File: config.mk
export PLATFORM = sky130hd
export DESIGN_NAME = lru_key_value_cache
export DESIGN_NICKNAME = d
export VERILOG_FILES = /design/src/sv/lkvc_pkg.sv /design/src/sv/lkvc_ctrl.sv /design/src/sv/lkvc_datapath.sv /design/src/sv/lru_key_value_cache.sv
export SDC_FILE = /design/constraint.sdc
export NUM_CORES = 2
export LEC_CHECK = 0
export ABC_AREA = 1
export BUFFER_PORTS_ARGS = -buffer_cell sky130_fd_sc_hd__buf_2
export CORE_MARGIN = 2
export CORE_UTILIZATION = 45
export DETAILED_ROUTE_END_ITERATION = 6
export PLACE_DENSITY = 0.72
export SKIP_CTS_REPAIR_TIMING = 1
export SLEW_MARGIN = 20
export SYNTH_ARGS = -nofsm -noshare
export SYNTH_HDL_FRONTEND = slang
export SYNTH_HIERARCHICAL = 1
export SYNTH_SLANG_ARGS = --single-unit
File: constraint.sdc
create_clock -name clock -period 4 [get_ports clock]
set_input_delay 0.8 -clock clock [delete_from_list [all_inputs] [get_ports clock]]
set_output_delay 0.8 -clock clock [all_outputs]
set_load 0.1 [all_outputs]
File: src/sv/lkvc_pkg.sv
// ----------------------------------------------------------------------------
// lkvc_pkg
// Types and constants shared by the LRU key-value cache modules.
// ----------------------------------------------------------------------------
package lkvc_pkg;

   localparam int ENTRIES_DEFAULT = 16;
   localparam int CAP_WIDTH       = 5;

   localparam logic [CAP_WIDTH-1:0] CAPACITY_RESET = 5'd16;

   localparam logic FUNC_GET = 1'b0;
   localparam logic FUNC_PUT = 1'b1;

   localparam logic signed [31:0] READ_MISS = -32'sd1;

   typedef struct packed {
      logic               func;
      logic signed [31:0] key;
      logic signed [31:0] value;
   } req_type;

   typedef struct packed {
      logic               hit;
      logic signed [31:0] read_value;
      logic               evicted;
      logic signed [31:0] evicted_key;
   } rsp_type;

   typedef struct packed {
      logic capture;
      logic match;
      logic commit;
   } cmd_type;

endpackage

File: src/sv/lkvc_ctrl.sv
// ----------------------------------------------------------------------------
// lkvc_ctrl
// Sequencer: capture, match, commit; owns the handshake valid/stall state.
// ----------------------------------------------------------------------------
module lkvc_ctrl
   import lkvc_pkg::*;
(
   input  logic    clock,
   input  logic    reset,
   input  logic    req_valid,
   output logic    req_stall,
   output logic    rsp_valid,
   input  logic    rsp_stall,
   output cmd_type cmd
);

   typedef enum logic [1:0] {
      ST_IDLE,
      ST_MATCH,
      ST_UPDATE
   } state_type;

   state_type state_ff, state_in;
   logic      rsp_valid_ff, rsp_valid_in;
   logic      accept;
   logic      commit;

   assign req_stall = (state_ff != ST_IDLE);
   assign accept    = req_valid && !req_stall;
   assign commit    = (state_ff == ST_UPDATE) && (!rsp_valid_ff || !rsp_stall);

   assign cmd.capture = accept;
   assign cmd.match   = (state_ff == ST_MATCH);
   assign cmd.commit  = commit;
   assign rsp_valid   = rsp_valid_ff;

   always_comb begin
      state_in = state_ff;
      case (state_ff)
         ST_IDLE: begin
            if (accept) state_in = ST_MATCH;
         end
         ST_MATCH: begin
            state_in = ST_UPDATE;
         end
         ST_UPDATE: begin
            if (commit) state_in = ST_IDLE;
         end
         default: begin
            state_in = ST_IDLE;
         end
      endcase

      rsp_valid_in = rsp_valid_ff;
      if (commit) begin
         rsp_valid_in = 1'b1;
      end else if (!rsp_stall) begin
         rsp_valid_in = 1'b0;
      end
   end

   always_ff @(posedge clock) begin
      if (reset) begin
         state_ff     <= ST_IDLE;
         rsp_valid_ff <= 1'b0;
      end else begin
         state_ff     <= state_in;
         rsp_valid_ff <= rsp_valid_in;
      end
   end

endmodule

File: src/sv/lkvc_datapath.sv
// ----------------------------------------------------------------------------
// lkvc_datapath
// Entry store, parallel key match, recency ranks and result register.
// ----------------------------------------------------------------------------
module lkvc_datapath
   import lkvc_pkg::*;
#(
   parameter int ENTRIES = ENTRIES_DEFAULT
) (
   input  logic                 clock,
   input  logic                 reset,
   input  cmd_type              cmd,
   input  req_type              req_payload,
   input  logic                 csr_we,
   input  logic [CAP_WIDTH-1:0] csr_wdata,
   output rsp_type              rsp_payload
);

   localparam int IW = (ENTRIES > 1) ? $clog2(ENTRIES) : 1;
   localparam int RW = IW;
   localparam int CW = $clog2(ENTRIES + 1);
   localparam int XW = (CW > CAP_WIDTH) ? CW : CAP_WIDTH;

   typedef enum logic [2:0] {
      ACT_GET_HIT,
      ACT_GET_MISS,
      ACT_PUT_HIT,
      ACT_FILL,
      ACT_EVICT
   } act_type;

   logic [ENTRIES-1:0]   valid_ff;
   logic signed [31:0]   key_ff  [ENTRIES];
   logic signed [31:0]   data_ff [ENTRIES];
   logic [RW-1:0]        rank_ff [ENTRIES];
   logic [CW-1:0]        fill_ff;
   logic [CAP_WIDTH-1:0] cap_ff;
   req_type              req_ff;
   rsp_type              rsp_ff, rsp_in;

   act_type              act_ff, act_in;
   logic [IW-1:0]        slot_ff, slot_in;
   logic [CW-1:0]        old_rank_ff, old_rank_in;

   logic                 hit_found;
   logic [IW-1:0]        hit_idx, free_idx, lru_idx;
   logic [RW-1:0]        lru_rank;
   logic [XW-1:0]        cap_x, eff_cap;
   logic                 fill_ok;

   // capacity clamp and free-room test
   always_comb begin
      cap_x = XW'(cap_ff);
      if (cap_x == '0) begin
         eff_cap = XW'(1);
      end else if (cap_x > XW'(ENTRIES)) begin
         eff_cap = XW'(ENTRIES);
      end else begin
         eff_cap = cap_x;
      end
      fill_ok = XW'(fill_ff) < eff_cap;
   end

   // lowest matching, lowest free and least recent slots
   always_comb begin
      hit_found = 1'b0;
      hit_idx   = '0;
      free_idx  = '0;
      lru_idx   = '0;
      lru_rank  = RW'(fill_ff - CW'(1));
      for (int i = ENTRIES - 1; i >= 0; i--) begin
         if (valid_ff[i] && key_ff[i] == req_ff.key) begin
            hit_found = 1'b1;
            hit_idx   = IW'(i);
         end
         if (!valid_ff[i]) begin
            free_idx = IW'(i);
         end
         if (valid_ff[i] && rank_ff[i] == lru_rank) begin
            lru_idx = IW'(i);
         end
      end
   end

   always_comb begin
      act_in      = ACT_GET_MISS;
      slot_in     = hit_idx;
      old_rank_in = CW'(rank_ff[hit_idx]);
      if (req_ff.func == FUNC_GET) begin
         act_in = hit_found ? ACT_GET_HIT : ACT_GET_MISS;
      end else if (hit_found) begin
         act_in = ACT_PUT_HIT;
      end else if (fill_ok) begin
         act_in      = ACT_FILL;
         slot_in     = free_idx;
         old_rank_in = fill_ff + CW'(1);
      end else begin
         act_in      = ACT_EVICT;
         slot_in     = lru_idx;
         old_rank_in = CW'(lru_rank);
      end
   end

   always_comb begin
      rsp_in.hit         = (act_ff == ACT_GET_HIT) || (act_ff == ACT_PUT_HIT);
      rsp_in.evicted     = (act_ff == ACT_EVICT);
      rsp_in.read_value  = '0;
      rsp_in.evicted_key = '0;
      case (act_ff)
         ACT_GET_HIT:  rsp_in.read_value  = data_ff[slot_ff];
         ACT_GET_MISS: rsp_in.read_value  = READ_MISS;
         ACT_EVICT:    rsp_in.evicted_key = key_ff[slot_ff];
         default:      rsp_in.read_value  = '0;
      endcase
   end

   always_ff @(posedge clock) begin
      if (reset) begin
         valid_ff <= '0;
         fill_ff  <= '0;
         cap_ff   <= CAPACITY_RESET;
      end else begin
         if (csr_we) cap_ff <= csr_wdata;
         if (cmd.commit && act_ff == ACT_FILL) begin
            valid_ff[slot_ff] <= 1'b1;
            fill_ff           <= fill_ff + CW'(1);
         end
      end
   end

   always_ff @(posedge clock) begin
      if (cmd.capture) req_ff <= req_payload;
      if (cmd.match) begin
         act_ff      <= act_in;
         slot_ff     <= slot_in;
         old_rank_ff <= old_rank_in;
      end
      if (cmd.commit) begin
         rsp_ff <= rsp_in;
         if (act_ff == ACT_FILL || act_ff == ACT_EVICT) begin
            key_ff[slot_ff] <= req_ff.key;
         end
         if (act_ff == ACT_FILL || act_ff == ACT_EVICT || act_ff == ACT_PUT_HIT) begin
            data_ff[slot_ff] <= req_ff.value;
         end
      end
   end

   // recency update: entries more recent than the touched one age by one
   always_ff @(posedge clock) begin
      for (int i = 0; i < ENTRIES; i++) begin
         if (cmd.commit && act_ff != ACT_GET_MISS) begin
            if (IW'(i) == slot_ff) begin
               rank_ff[i] <= '0;
            end else if (valid_ff[i] && CW'(rank_ff[i]) < old_rank_ff) begin
               rank_ff[i] <= rank_ff[i] + RW'(1);
            end
         end
      end
   end

   assign rsp_payload = rsp_ff;

endmodule

File: src/sv/lru_key_value_cache.sv
// A taken request passes the match and update states; its result is registered at commit.
// No new request is taken until that commit (capture, match, commit sequence).
// The parallel key match over all entries sets the match cycle.
// A finished result waits in the output register while the next beat is taken.
// Reset: synchronous; clears all entries, the fill count and sets capacity to 16.
// ----------------------------------------------------------------------------
// lru_key_value_cache
// Fully associative key-value cache with least-recently-used replacement.
// ----------------------------------------------------------------------------
module lru_key_value_cache
   import lkvc_pkg::*;
#(
   parameter int ENTRIES = ENTRIES_DEFAULT
) (
   input  logic                 clock,
   input  logic                 reset,
   input  logic                 req_valid,
   output logic                 req_stall,
   input  req_type              req_payload,
   output logic                 rsp_valid,
   input  logic                 rsp_stall,
   output rsp_type              rsp_payload,
   input  logic                 csr_valid,
   output logic                 csr_ready,
   input  logic [CAP_WIDTH-1:0] csr_wdata
);

   cmd_type cmd;

   assign csr_ready = 1'b1;

   lkvc_ctrl u_ctrl (
      .clock     (clock),
      .reset     (reset),
      .req_valid (req_valid),
      .req_stall (req_stall),
      .rsp_valid (rsp_valid),
      .rsp_stall (rsp_stall),
      .cmd       (cmd)
   );

   lkvc_datapath #(
      .ENTRIES (ENTRIES)
   ) u_datapath (
      .clock       (clock),
      .reset       (reset),
      .cmd         (cmd),
      .req_payload (req_payload),
      .csr_we      (csr_valid && csr_ready),
      .csr_wdata   (csr_wdata),
      .rsp_payload (rsp_payload)
   );

endmodule

==> results.yml <==
setup_path:
  worst_setup_path_end_kind: "flop"
  cp_slowest_cell: "a211oi_1"
  path_depth: 18
  start_kind: "flop"
  path_max_fanout: 16
  regToRegSetupSlack_ns: 0.09
  endpoint: "u_datapath/old_rank_ff[0]"
  cp.arrival_ns: 4.45
  timing.critical_path.cells: "buf_4, buf_4, o22ai_1, or4_1, a211oi_1, nand3_1, buf_4, and2_1, nand2_1, nand2_4, inv_4, nand3_1, nand2_1, nand2_1, nand3_1, nand3_1, nand2_1, inv_1"
  critPathTopFamily: "simple AND/OR/NAND/NOR gates"
  r2r_path_start: "u_datapath/req_ff[33]"
  r2r-end: "u_datapath/old_rank_ff[0]"
  worst-r2r-cell-count: 18
  cp.required_ns: 4.54
  timing.setup.critical_path_class: "reg2reg"
  critPathLaunch: "u_datapath/req_ff[33]"
  critical-path-max-stage-delay_ns: 0.60
  critical_path_buf_inv_count: 5
layout:
  num-nets-final: 5559
  num-fill-cells: 10800
  final_cell_mix: "edfxtp_1, nand2_1, nor2_1, o21ai_0, inv_1"
  post_route_cells_drive_above_1_share_pct: 13.7
  layout_commonest_cell: "edfxtp_1"
  layout-area-overhead-vs-synth_pct: 15.8
  design_area_mm2: 0.0672
clock_tree:
  clock_tree.root_cell: "clkbuf_16"
  htree_levels: 4
  path_clk_slew_ns: 0.07
  cts_tree: "built"
  numCtsBuffers: 136
  clk_path_buf_depth: 3
  clock_latency_of_the_later_clocked_register_in_the_worst_skew_pair_ns: 0.81
  num_clock_sinks: 1264
global_routing:
  maximum_number_of_pins_on_one_net_before_global_route_repair: 257
  grt_pass1_vias: 42400
  top_usage_layer: "met2"
  grt_antenna_before_repair: 10
  grt.met2_usage_pct: 46.1
  grtUsageMet3_pct: 9.44
  wire_length_of_the_first_global_routing_pass_um: 301000
  grt_overflow: 0
  gr_met1_demand_resource_pct: 43.0
  groute.usage.overall_pct: 31.6
power:
  p_seq_share_pct: 49.8
  p_int_w: 0.0223
  power.combinational.fraction_pct: 7.9
  pwr-share-clk_pct: 42.4
  cellPowerDensity_mw_per_mm2: 442
  power_leakage_nw: 23.6
  ir_drop_mv: 0.449
  swShare_pct: 24.8
  power.net_switching_w: 0.00738
detailed_routing:
  wire_per_inst_um: 29.6
  vias: 45300
  drtAntennaViolNets: 0
  firstDrtPassIters: 7
  wire_length_reported_by_the_detailed_router_um: 213000
  drt-initial-drc-count: 7648
  drc_errors: 0
  routed_via_count_divided_by_cell_count: 6.30
sta:
  final.setup_skew_ns: 0.0570
  minimum_clock_period_after_layout_ns: 3.91
  max_slew.worst_pin.slew_ns: 1.14
  max-slew-margin-rel_pct: 24.0
  finalMaxSlewViolations: 0
  hold_violations: 0
  finalSetupViolCount: 0
  fin_setup_tns_ns: 0
  timing.hold.ws_ns: 0.169
  fmax_ghz: 0.256
  timing.final.crit_share_pct: 97.8
logic_synthesis:
  synth-compound-area-share_pct: 13.3
  synth_xor_xnor_area_share_pct: 3.39
  post_synth_inst_count: 5131
  yosys_top_cell_area_share_pct: 63.7
  dominantRegCellSynth: "edfxtp_1"
  synth.ff_latch_count: 1264
  seq_area_frac_synth_pct: 64.9
  syn_nets: 5276
  synth_async_sr_flop_share_pct: 0
  netlist.top_cell.by_area: "edfxtp_1"
  yosys-mux-area-fraction_pct: 0
  synth_top_family_by_area: "compound AO/OA/AOI/OAI gates"
  synthDistinctLibCells: 58
  synth.yosys.warnings: 6
  mappedNetlistArea_mm2: 0.0580
  ys_top_cells_by_area: "edfxtp_1, nand2_1, o21ai_0"
  synthSimpleGateAreaFrac_pct: 12.0
  post_synth.cell_area_avg_um2: 11.3
  synth_edf_count: 1231
  synth_adder_area_share_pct: 1.51
die:
  die_h_um: 363
  start_util_pct: 45.4
  floorplan.die_area_mm2: 0.132
  die_x_um: 363
  core_region_area_mm2: 0.128
  floorplan.rows: 131
  boundary_pins: 144
placed_design:
  port_buffers: 142
  final_hpwl_from_detailed_placement_um: 140000
  total_placed_instance_area_mm2: 0.0626
  gpl.final_weighted_congestion: 1.09
min_path:
  hold_path_depth: 1
  timing.hold.worst.class: "in2reg"
run_status:
  outcome: "finished, final reports clean"
run:
  maxCapViolations: 0
-- layer usage --
metal | up-vias | wire length [um]
met5 | - | 68
met4 | 10 | 12300
met3 | 556 | 28300
met2 | 3410 | 90800
met1 | 22000 | 81100
li1 | 19300 | -
-- how the worst min path moves through the flow --
stage / start / endpoint / slack (ns)
3_3_place_gp: u_ctrl/rsp_valid / u_ctrl/rsp_valid / 0.49
6_report: req_payload[25] / u_datapath/req_ff[25] / 0.17
2_1_floorplan: u_ctrl/state_ff[0] / u_ctrl/state_ff[1] / 0.47
5_1_grt: req_payload[29] / u_datapath/req_ff[29] / 0.15
3_5_place_dp: u_ctrl/rsp_valid / u_ctrl/rsp_valid / 0.49
4_1_cts: req_payload[25] / u_datapath/req_ff[25] / 0.13
-- Yosys cell counts (38+ instances only) --
library cell,n
a21oi_1,66
a22oi_1,113
buf_2,49
clkbuf_1,191
edfxtp_1,1231
ha_1,70
inv_1,370
nand2_1,766
nand3_1,208
nand4_1,50
nor2_1,548
nor4_1,38
o211ai_1,61
o21ai_0,485
o221ai_1,102
o22ai_1,203
xnor2_1,152
xor2_1,71
-- worst register-to-register path, cell delays in order (launching register included) --
cell and delay, ns:
edfxtp_1 0.44, buf_4 0.22, buf_4 0.24, o22ai_1 0.18
or4_1 0.41, a211oi_1 0.60, nand3_1 0.21, buf_4 0.19
and2_1 0.17, nand2_1 0.12, nand2_4 0.15, inv_4 0.23
nand3_1 0.13, nand2_1 0.07, nand2_1 0.05, nand3_1 0.09
nand3_1 0.07, nand2_1 0.06, inv_1 0.04
-- power groups by stage --
stage	logic (W)	clock network (W)	registers, W
3_5_place_dp	0.00223	0	0.0151
3_3_place_gp	0.00221	0	0.0151
6_report	0.00234	0.0126	0.0148
5_1_grt	0.00243	0.0132	0.0148
2_1_floorplan	0.00117	0	0.0152
4_1_cts	0.00224	0.0127	0.0148
-- flip-flops by register name, summed over array words and instances (netlist names), named ones only --
signal and flops:
u_datapath/fill_ff 5, u_datapath/act_ff 3, u_datapath/req_ff 65, u_ctrl/rsp_valid 1, u_datapath/data_ff 512, u_datapath/old_rank_ff 5, u_datapath/rsp_payload 66, u_datapath/slot_ff 4
u_datapath/cap_ff 5, u_datapath/valid_ff 16, u_datapath/key_ff 512, u_datapath/rank_ff 64, u_ctrl/state_ff 2
-- cell type report --
class,count,area (um2),area share [%]
inverter,393,1510,2.24
multi-input combinational,3181,17900,26.7
tap,1662,2080,3.09
timing repair buffer,438,3580,5.32
sequential,1264,37600,56.0
clock buffer,171,3620,5.38
clock inverter,76,863,1.28
antenna,2,5.00,0.00745
-- logic make-up after synthesis --
group | count (synthesis)
AND/OR/NAND/NOR | 1676
XOR/XNOR | 224
flip-flops | 1264
buffers and inverters | 686
AO/OA/AOI/OAI | 1210
other | 1
adder cells (fa/ha/maj) | 70
-- through the flow --
| stage | setup slack (ns) | std cells | util, % | total power, W |
|---|---|---|---|---|
| global route | -0.0182 | 7185 | 52.6 | 0.0304 |
| global placement | 0.0311 | 6931 | 49.0 | 0.0173 |
| detailed placement | 0.0595 | 6931 | 49.0 | 0.0173 |
| floorplan | -0.115 | 5131 | - | 0.0163 |
| finish | 0.0890 | 7187 | 52.6 | 0.0297 |
| CTS | 0.0558 | 7178 | 52.5 | 0.0297 |
Power figures use the tool's default switching activity.
